## src/hdl/prle_pkg.sv

```systemverilog
// Shared types, constants and helpers for the row run-length encoder.
`default_nettype none
package prle_pkg;

  localparam int MAX_RUN_DEFAULT = 255;
  localparam int QUEUE_DEPTH_DEFAULT = 4;

  localparam int COUNT_W = 8;
  localparam int PIXEL_W = 24;
  localparam int WIDTH_W = 16;

  // Configuration register indexes
  localparam logic CFG_ROW_WIDTH = 1'b0;
  localparam logic CFG_COLOR_MODE = 1'b1;

  // One run record as it leaves the block
  typedef struct packed {
    logic                row_end;
    logic                last_of_item;
    logic [COUNT_W-1:0]  run_count;
    logic [PIXEL_W-1:0]  pixel;     // red/gray [23:16], green [15:8], blue [7:0]
  } record_t;

  // Up to two records caused by one pixel
  typedef struct packed {
    logic    a_valid;   // run closed by a value change or full count
    record_t a_rec;
    logic    b_valid;   // run closed by the end of the row
    record_t b_rec;
  } entry_t;

  // Clear green and blue in gray mode
  function automatic logic [PIXEL_W-1:0] mask_pixel(input logic [PIXEL_W-1:0] pix,
                                                    input logic color_mode);
    logic [PIXEL_W-1:0] res;
    res = color_mode ? pix : {pix[PIXEL_W-1:PIXEL_W-8], {(PIXEL_W-8){1'b0}}};
    return res;
  endfunction

endpackage
`default_nettype wire

```

## src/hdl/prle_front.sv

```systemverilog
// Front part: accepts pixels, tracks the open run and the column, forms records.
`default_nettype none
module prle_front #(
  parameter int MAX_RUN = prle_pkg::MAX_RUN_DEFAULT
) (
  input  wire logic                         clk,
  input  wire logic                         rst,
  input  wire logic                         pix_valid,
  input  wire logic [prle_pkg::PIXEL_W-1:0] pix_data,   // {blue, green, red_or_gray}
  input  wire logic                         queue_full,
  output logic                              pix_ready,
  input  wire logic [prle_pkg::WIDTH_W-1:0] row_width,
  input  wire logic                         color_mode,
  output logic                              push,
  output prle_pkg::entry_t                  push_entry
);
  import prle_pkg::*;

  logic [COUNT_W-1:0] run_length;
  logic [PIXEL_W-1:0] run_pixel;
  logic [WIDTH_W-1:0] column_count;

  logic [PIXEL_W-1:0] px;
  logic               run_open;
  logic               changed;
  logic               start_new;
  logic [COUNT_W-1:0] len_after;
  logic [WIDTH_W-1:0] col_next;
  logic               row_done;
  logic               accept;

  assign pix_ready = !queue_full;
  assign accept = pix_valid && pix_ready;

  // Classify the incoming pixel against the open run
  always_comb begin
    px = mask_pixel({pix_data[7:0], pix_data[15:8], pix_data[23:16]}, color_mode);
    run_open = (run_length != '0);
    changed = run_open && ((px != run_pixel) || (run_length >= COUNT_W'(MAX_RUN)));
    start_new = !run_open || changed;
    len_after = start_new ? COUNT_W'(1) : run_length + COUNT_W'(1);
    col_next = column_count + WIDTH_W'(1);
    row_done = (col_next >= row_width) || (col_next == '0);
  end

  // Build the queue entry
  always_comb begin
    push_entry.a_valid = changed;
    push_entry.a_rec.row_end = 1'b0;
    push_entry.a_rec.last_of_item = !row_done;
    push_entry.a_rec.run_count = run_length;
    push_entry.a_rec.pixel = mask_pixel(run_pixel, color_mode);
    push_entry.b_valid = row_done;
    push_entry.b_rec.row_end = 1'b1;
    push_entry.b_rec.last_of_item = 1'b1;
    push_entry.b_rec.run_count = len_after;
    push_entry.b_rec.pixel = px;
    push = accept && (changed || row_done);
  end

  // Advance run and column state on each transfer
  always_ff @(posedge clk) begin
    if (rst) begin
      run_length <= '0;
      run_pixel <= '0;
      column_count <= '0;
    end else if (accept) begin
      run_length <= row_done ? '0 : len_after;
      if (start_new) begin
        run_pixel <= px;
      end
      column_count <= row_done ? '0 : col_next;
    end
  end

endmodule
`default_nettype wire

```

## src/hdl/prle_queue.sv

```systemverilog
// Short queue of record entries between the front and back parts.
`default_nettype none
module prle_queue #(
  parameter int DEPTH = prle_pkg::QUEUE_DEPTH_DEFAULT
) (
  input  wire logic             clk,
  input  wire logic             rst,
  input  wire logic             push,
  input  prle_pkg::entry_t      push_entry,
  input  wire logic             pop,
  output prle_pkg::entry_t      head_entry,
  output logic                  full,
  output logic                  empty
);
  import prle_pkg::*;

  localparam int PTR_W = (DEPTH > 1) ? $clog2(DEPTH) : 1;
  localparam int CNT_W = $clog2(DEPTH + 1);

  entry_t             slots [DEPTH];
  logic [PTR_W-1:0]   wr_ptr;
  logic [PTR_W-1:0]   rd_ptr;
  logic [CNT_W-1:0]   count;
  logic               do_push;
  logic               do_pop;

  assign full = (count == CNT_W'(DEPTH));
  assign empty = (count == '0);
  assign do_push = push && !full;
  assign do_pop = pop && !empty;
  assign head_entry = slots[rd_ptr];

  // Store entries
  always_ff @(posedge clk) begin
    if (do_push) begin
      slots[wr_ptr] <= push_entry;
    end
  end

  // Advance pointers and occupancy
  always_ff @(posedge clk) begin
    if (rst) begin
      wr_ptr <= '0;
      rd_ptr <= '0;
      count <= '0;
    end else begin
      if (do_push) begin
        wr_ptr <= (wr_ptr == PTR_W'(DEPTH - 1)) ? '0 : wr_ptr + PTR_W'(1);
      end
      if (do_pop) begin
        rd_ptr <= (rd_ptr == PTR_W'(DEPTH - 1)) ? '0 : rd_ptr + PTR_W'(1);
      end
      if (do_push && !do_pop) begin
        count <= count + CNT_W'(1);
      end else if (do_pop && !do_push) begin
        count <= count - CNT_W'(1);
      end
    end
  end

endmodule
`default_nettype wire

```

## src/hdl/prle_back.sv

```systemverilog
// Back part: unpacks queue entries into single records behind an output register.
`default_nettype none
module prle_back (
  input  wire logic         clk,
  input  wire logic         rst,
  input  prle_pkg::entry_t  head_entry,
  input  wire logic         empty,
  output logic              pop,
  output logic              m_tvalid,
  input  wire logic         m_tready,
  output logic [31:0]       m_tdata,   // run_count, out_red_or_gray, out_green, out_blue
  output logic              m_tlast,   // row_end
  output logic              m_tuser    // last_of_item
);
  import prle_pkg::*;

  logic    second;     // first record of the head entry already sent
  logic    load;
  logic    take_a;
  record_t sel_rec;

  // Pick the next record of the head entry
  always_comb begin
    load = (!m_tvalid || m_tready) && !empty;
    take_a = head_entry.a_valid && !second;
    sel_rec = take_a ? head_entry.a_rec : head_entry.b_rec;
    pop = load && !(take_a && head_entry.b_valid);
  end

  // Hold the output register until the transfer
  always_ff @(posedge clk) begin
    if (rst) begin
      m_tvalid <= 1'b0;
      second <= 1'b0;
    end else begin
      if (load) begin
        m_tvalid <= 1'b1;
        second <= take_a && head_entry.b_valid;
      end else if (m_tready) begin
        m_tvalid <= 1'b0;
      end
    end
  end

  always_ff @(posedge clk) begin
    if (load) begin
      m_tdata <= {sel_rec.pixel[7:0], sel_rec.pixel[15:8], sel_rec.pixel[23:16],
                  sel_rec.run_count};
      m_tlast <= sel_rec.row_end;
      m_tuser <= sel_rec.last_of_item;
    end
  end

endmodule
`default_nettype wire

```

## src/hdl/pix_rle_row_encoder.sv

```systemverilog
// Top level of the row-bounded run-length encoder.
//
// Pixels enter on the s_ stream (one pixel per transfer, raster order) and
// run records leave on the m_ stream: tdata carries count and pixel value,
// tlast marks the last record of a row, tuser the last record that one pixel
// caused. The user must write row_width and color_mode through cfg_we/
// cfg_index/cfg_data only while the block is idle; the block does not enforce it.
// A pixel is taken every cycle while the entry queue has room. The front
// part classifies it in the accepting cycle and, when it closes a record,
// writes the queue at that edge; the output register then loads the entry
// from the queue head once it is empty or being read, and raises m_tvalid.
// Throughput is one pixel per cycle while the queue has room, set by the
// combinational run compare and the column counter; a pixel that closes two
// records at a row end needs two output transfers, which the queue absorbs.
// Reset clears the open run, the column count and the queue, and sets
// row_width to 1 and color mode to RGB. When the receiver stalls, the output
// register holds its record, the queue fills, and s_tready drops.
`default_nettype none
module pix_rle_row_encoder #(
  parameter int MAX_RUN = prle_pkg::MAX_RUN_DEFAULT,
  parameter int QUEUE_DEPTH = prle_pkg::QUEUE_DEPTH_DEFAULT
) (
  input  wire logic                          clk,
  input  wire logic                          rst,
  input  wire logic                          s_tvalid,
  output logic                               s_tready,
  input  wire logic [prle_pkg::PIXEL_W-1:0]  s_tdata,   // red_or_gray, green, blue
  output logic                               m_tvalid,
  input  wire logic                          m_tready,
  output logic [31:0]                        m_tdata,   // run_count, out_red_or_gray,
                                                        // out_green, out_blue
  output logic                               m_tlast,   // row_end
  output logic                               m_tuser,   // last_of_item
  input  wire logic                          cfg_we,
  input  wire logic                          cfg_index,
  input  wire logic [prle_pkg::WIDTH_W-1:0]  cfg_data
);
  import prle_pkg::*;

  logic [WIDTH_W-1:0] row_width;
  logic               color_mode;
  logic               push;
  entry_t             push_entry;
  entry_t             head_entry;
  logic               full;
  logic               empty;
  logic               pop;

  // Configuration registers
  always_ff @(posedge clk) begin
    if (rst) begin
      row_width <= WIDTH_W'(1);
      color_mode <= 1'b1;
    end else if (cfg_we) begin
      unique case (cfg_index)
        CFG_ROW_WIDTH:  row_width <= cfg_data;
        CFG_COLOR_MODE: color_mode <= cfg_data[0];
        default: ;
      endcase
    end
  end

  prle_front #(
    .MAX_RUN(MAX_RUN)
  ) u_front (
    .clk(clk),
    .rst(rst),
    .pix_valid(s_tvalid),
    .pix_data(s_tdata),
    .queue_full(full),
    .pix_ready(s_tready),
    .row_width(row_width),
    .color_mode(color_mode),
    .push(push),
    .push_entry(push_entry)
  );

  prle_queue #(
    .DEPTH(QUEUE_DEPTH)
  ) u_queue (
    .clk(clk),
    .rst(rst),
    .push(push),
    .push_entry(push_entry),
    .pop(pop),
    .head_entry(head_entry),
    .full(full),
    .empty(empty)
  );

  prle_back u_back (
    .clk(clk),
    .rst(rst),
    .head_entry(head_entry),
    .empty(empty),
    .pop(pop),
    .m_tvalid(m_tvalid),
    .m_tready(m_tready),
    .m_tdata(m_tdata),
    .m_tlast(m_tlast),
    .m_tuser(m_tuser)
  );

endmodule
`default_nettype wire

```

## config.mk

```make
export PLATFORM = sky130hd
export DESIGN_NAME = pix_rle_row_encoder
export DESIGN_NICKNAME = d
export VERILOG_FILES = /design/src/hdl/prle_pkg.sv /design/src/hdl/prle_front.sv /design/src/hdl/prle_queue.sv /design/src/hdl/prle_back.sv /design/src/hdl/pix_rle_row_encoder.sv
export SDC_FILE = /design/constraint.sdc
export NUM_CORES = 1
export LEC_CHECK = 0
export ABC_AREA = 1
export BUFFER_PORTS_ARGS = -buffer_cell sky130_fd_sc_hd__buf_2
export CAP_MARGIN = 15
export CORE_MARGIN = 3
export CORE_UTILIZATION = 52
export DETAILED_ROUTE_END_ITERATION = 8
export PLACE_DENSITY = 0.74
export SETUP_SLACK_MARGIN = 0.02
export SLEW_MARGIN = 30
export SYNTH_ARGS = -nofsm -noshare
export SYNTH_HDL_FRONTEND = slang
export SYNTH_SLANG_ARGS = --single-unit
```

## constraint.sdc

```tcl
create_clock -name clk -period 7.6 [get_ports clk]
set_input_delay 1.52 -clock clk [delete_from_list [all_inputs] [get_ports clk]]
set_output_delay 1.52 -clock clk [all_outputs]
set_load 0.1 [all_outputs]
```

==> results by group <==
Synthesis
  • Post-Syn Area: 16,100 um2
  • Cells after Synth: 1,539
  • Most common flop cell mapped by yosys: edfxtp_1
  • Seq/Total Area, Yosys: 65.9%
  • Distinct cells, synth: 39
  • Number of flops mapped to enable cells by yosys: 302
  • Async set-reset flop share out of synthesis: 0%
  • Syn nets: 1,612
  • Yosys warning total: 0
  • Syn_area_per_cell: 10.4 um2
  • Register bit total from synthesis: 378

CTS
  • Max clock buf depth: 3
  • Clock-pin slew on the worst setup and hold paths: 0.06 ns
  • PostCTS Resize Cnt: 0
  • TritonCTS Buffers: 39
  • H-tree Lvls: 2
  • Post-CTS Setup Inserts: 0
  • Hold-fix buffer count after cts: 0
  • Worst-Skew Late Latency: 0.53 ns
  • Clk root buf: clkbuf_16
  • TritonCTS clock tree: built
  • Clock tree sinks: 378

Die
  • Starting Density: 53.5%
  • Die Span Y: 182 um
  • Core ar.: 30,000 um2
  • IO Count: 82
  • Die area: 33,000 um2
  • Die width: 182 um
  • # rows: 63

STA
  • Share of the clock period used by the worst path: 59.5%
  • Slew Viols, Final: 0
  • Setup Skew: 0.0137 ns
  • Fin Hold WS: 0.462 ns
  • Unrepaired setup endpoints after global routing: false
  • Slew HR: 36.1%
  • Setup-failing EPs final: 0
  • Sum of negative setup slack: 0 ns
  • Worst-Margin Slew: 0.957 ns
  • Tmin final: 4.52 ns
  • Final hold vios: 0
  • Fmax achieved: 221 MHz

Drt
  • DRT iter0 DRCs: 970
  • DRC Markers: 0
  • Via density: 5.49
  • Antenna viol nets, final: 0
  • 1st-pass router iterations: 5
  • Routed wire per std cell: 16.7 um
  • Routed WL: 33,800 um
  • Total number of vias: 11,100

Min path
  • Hold path start: row_width[14]
  • Worst Hold End: row_width[14]
  • Hold Path Class: register to register
  • Hold path depth: 2

Critical path
  • Critical path class: input port to register
  • Reg2Reg Launch Point: u_front.column_count[0]
  • Critical Path Source Type: input port
  • Critical Path, Cell by Cell: buf_2 -> nand2_1 -> inv_1 -> nand2_1 -> nor2_4 -> buf_4
  • CP Data Required Time: 7.78 ns
  • Crit path largest cell delay: 0.94 ns
  • CP Launch Point: s_tvalid
  • Crit-path most repeated cell: nand2_1
  • Reg-to-reg critical path endpoint: u_queue.slots[3][53]
  • R2R depth: 15
  • Largest fanout on the critical path: 31
  • CP max-delay cell: inv_1
  • CP Data Arrival Time: 4.71 ns
  • WP buf/inv: 3
  • FF-to-FF setup slack: 3.18 ns
  • Critical Path End Type: register
  • Crit-path leading delay family: simple AND/OR/NAND/NOR gates

GRT
  • Number of global-route vias before repair: 10,800
  • First-pass GRT wire length: 54,500 um
  • Initial antenna violation count: 0
  • Global route overflow: 0
  • Gr usage total: 20.2%
  • Pin count of the biggest net entering global routing: 91

Finish
  • Fraction of layout cells with a size suffix above 1: 11.2%
  • Fillcell total: 2,335
  • Ant. Diodes: 0
  • Commonest cells after routing, fill and taps aside: nor2_1, edfxtp_1, o21ai_0
  • Nets: 1,672
  • Most common cell after layout, fill and taps aside: nor2_1
  • Layout area overhead: 12.0%
  • Final Util: 59.9%

Placed design
  • Buffers added on ports: 81
  • HPWL Detailed: 19,400 um
  • GPL Wtd Cong: 0.866

Pwr
  • Leakage: 6.77 nW
  • Max rail drop VDD: 0.000249 V
  • Cell area power density: 372 nW/um2

Status
  • Status: completed

Job
  • Max-cap violations: 0
[layout make-up]
cell class	count	area (um2)	share of cell area, %
multi-input cells	948	4680	26.0
repair buffers	96	526	2.92
well taps	390	488	2.71
clock buffers	54	1080	6.02
inverters	136	512	2.85
clock inverters	18	100	0.557
flip-flops and latches	378	10600	58.9
[routing by layer]
metal | global-route usage (%) | vias to the layer above | wire length [um]
met1 | 26.7 | 5211 | 14400
li1 | - | 5417 | -
met2 | 34.1 | 391 | 16400
met3 | 3.13 | 63 | 2020
met4 | 7.46 | 0 | 947
met5 | 0 | - | 0
[state kept, by name (all words and copies together) (netlist names), named ones only]
name	count
u_back.m_tdata	32
u_queue.count	3
row_width	16
color_mode	1
u_back.m_tuser	1
u_back.second	1
u_queue.wr_ptr	2
u_back.m_tvalid	1
u_queue.slots	268
u_back.m_tlast	1
u_front.run_pixel	24
u_queue.rd_ptr	2
u_front.run_length	8
u_front.column_count	16
[worst max path at each step]
| stage | end | slack [ns] | cells past startpoint |
|---|---|---|---|
| 2_1_floorplan | u_queue.slots[0][0] | 1.93 | 12 |
| 3_3_place_gp | u_queue.slots[3][56] | 2.54 | 6 |
| 3_5_place_dp | u_queue.slots[3][59] | 2.51 | 6 |
| 4_1_cts | u_queue.slots[3][29] | 3.06 | 6 |
| 5_1_grt | u_queue.slots[3][29] | 2.76 | 6 |
| 6_report | u_queue.slots[3][53] | 3.08 | 6 |
[tightest hold or removal path, stage by stage, from the launching register on]
cell     delay [ns]
dfxtp_1        0.29
inv_1          0.06
a21oi_1        0.06
[stage by stage]
step	total power [mW]	worst slack [ns]	instance area (um2)	instances
floorplan	4.49	1.93	16100	1539
global placement	4.95	2.54	16800	1948
detailed placement	5.00	2.51	16800	1948
CTS	6.75	3.06	18000	2020
global route	7.05	2.76	18000	2020
finish	6.70	3.08	18000	2020
[kinds of logic after synthesis]
family | Yosys count | synth area share, %
buffers and inverters | 213 | 5.25
AO/OA/AOI/OAI | 332 | 11.0
adder cells (fa/ha/maj) | 27 | 2.15
AND/OR/NAND/NOR | 573 | 14.8
flip-flops | 378 | 65.9
XOR/XNOR | 16 | 0.919
[synth_stat cells (2+ instances only)]
cell type  number  area share (%)
a21oi_1        68             2.1
a31oi_1        34             1.3
buf_1           7            0.16
buf_2           4            0.12
buf_6           3            0.21
clkbuf_1       62             1.4
dfxtp_1        76             9.5
edfxtp_1      302              56
ha_1           26             2.0
inv_1         129             3.0
inv_2           6            0.14
nand2_1       187             4.4
nand2_2         3            0.12
nand2_4         7            0.49
nand3_1        22            0.69
nand3_2         2            0.12
nand3b_1        2           0.093
nand4_1        30             1.2
nor2_1        311             7.3
nor2_2          2           0.078
nor3_1          2           0.062
o21ai_0       192             6.0
o22ai_1        33             1.3
xnor2_1         7            0.38
xor2_1          8            0.44
[report_power, final]
group	internal [mW]	leakage (nW)	switching [mW]
Combinational	0.468	2.80	1.75
Clock	1.00	0.575	0.752
Sequential	2.59	3.40	0.133
No activity file was read; power rests on OpenSTA's default activity.
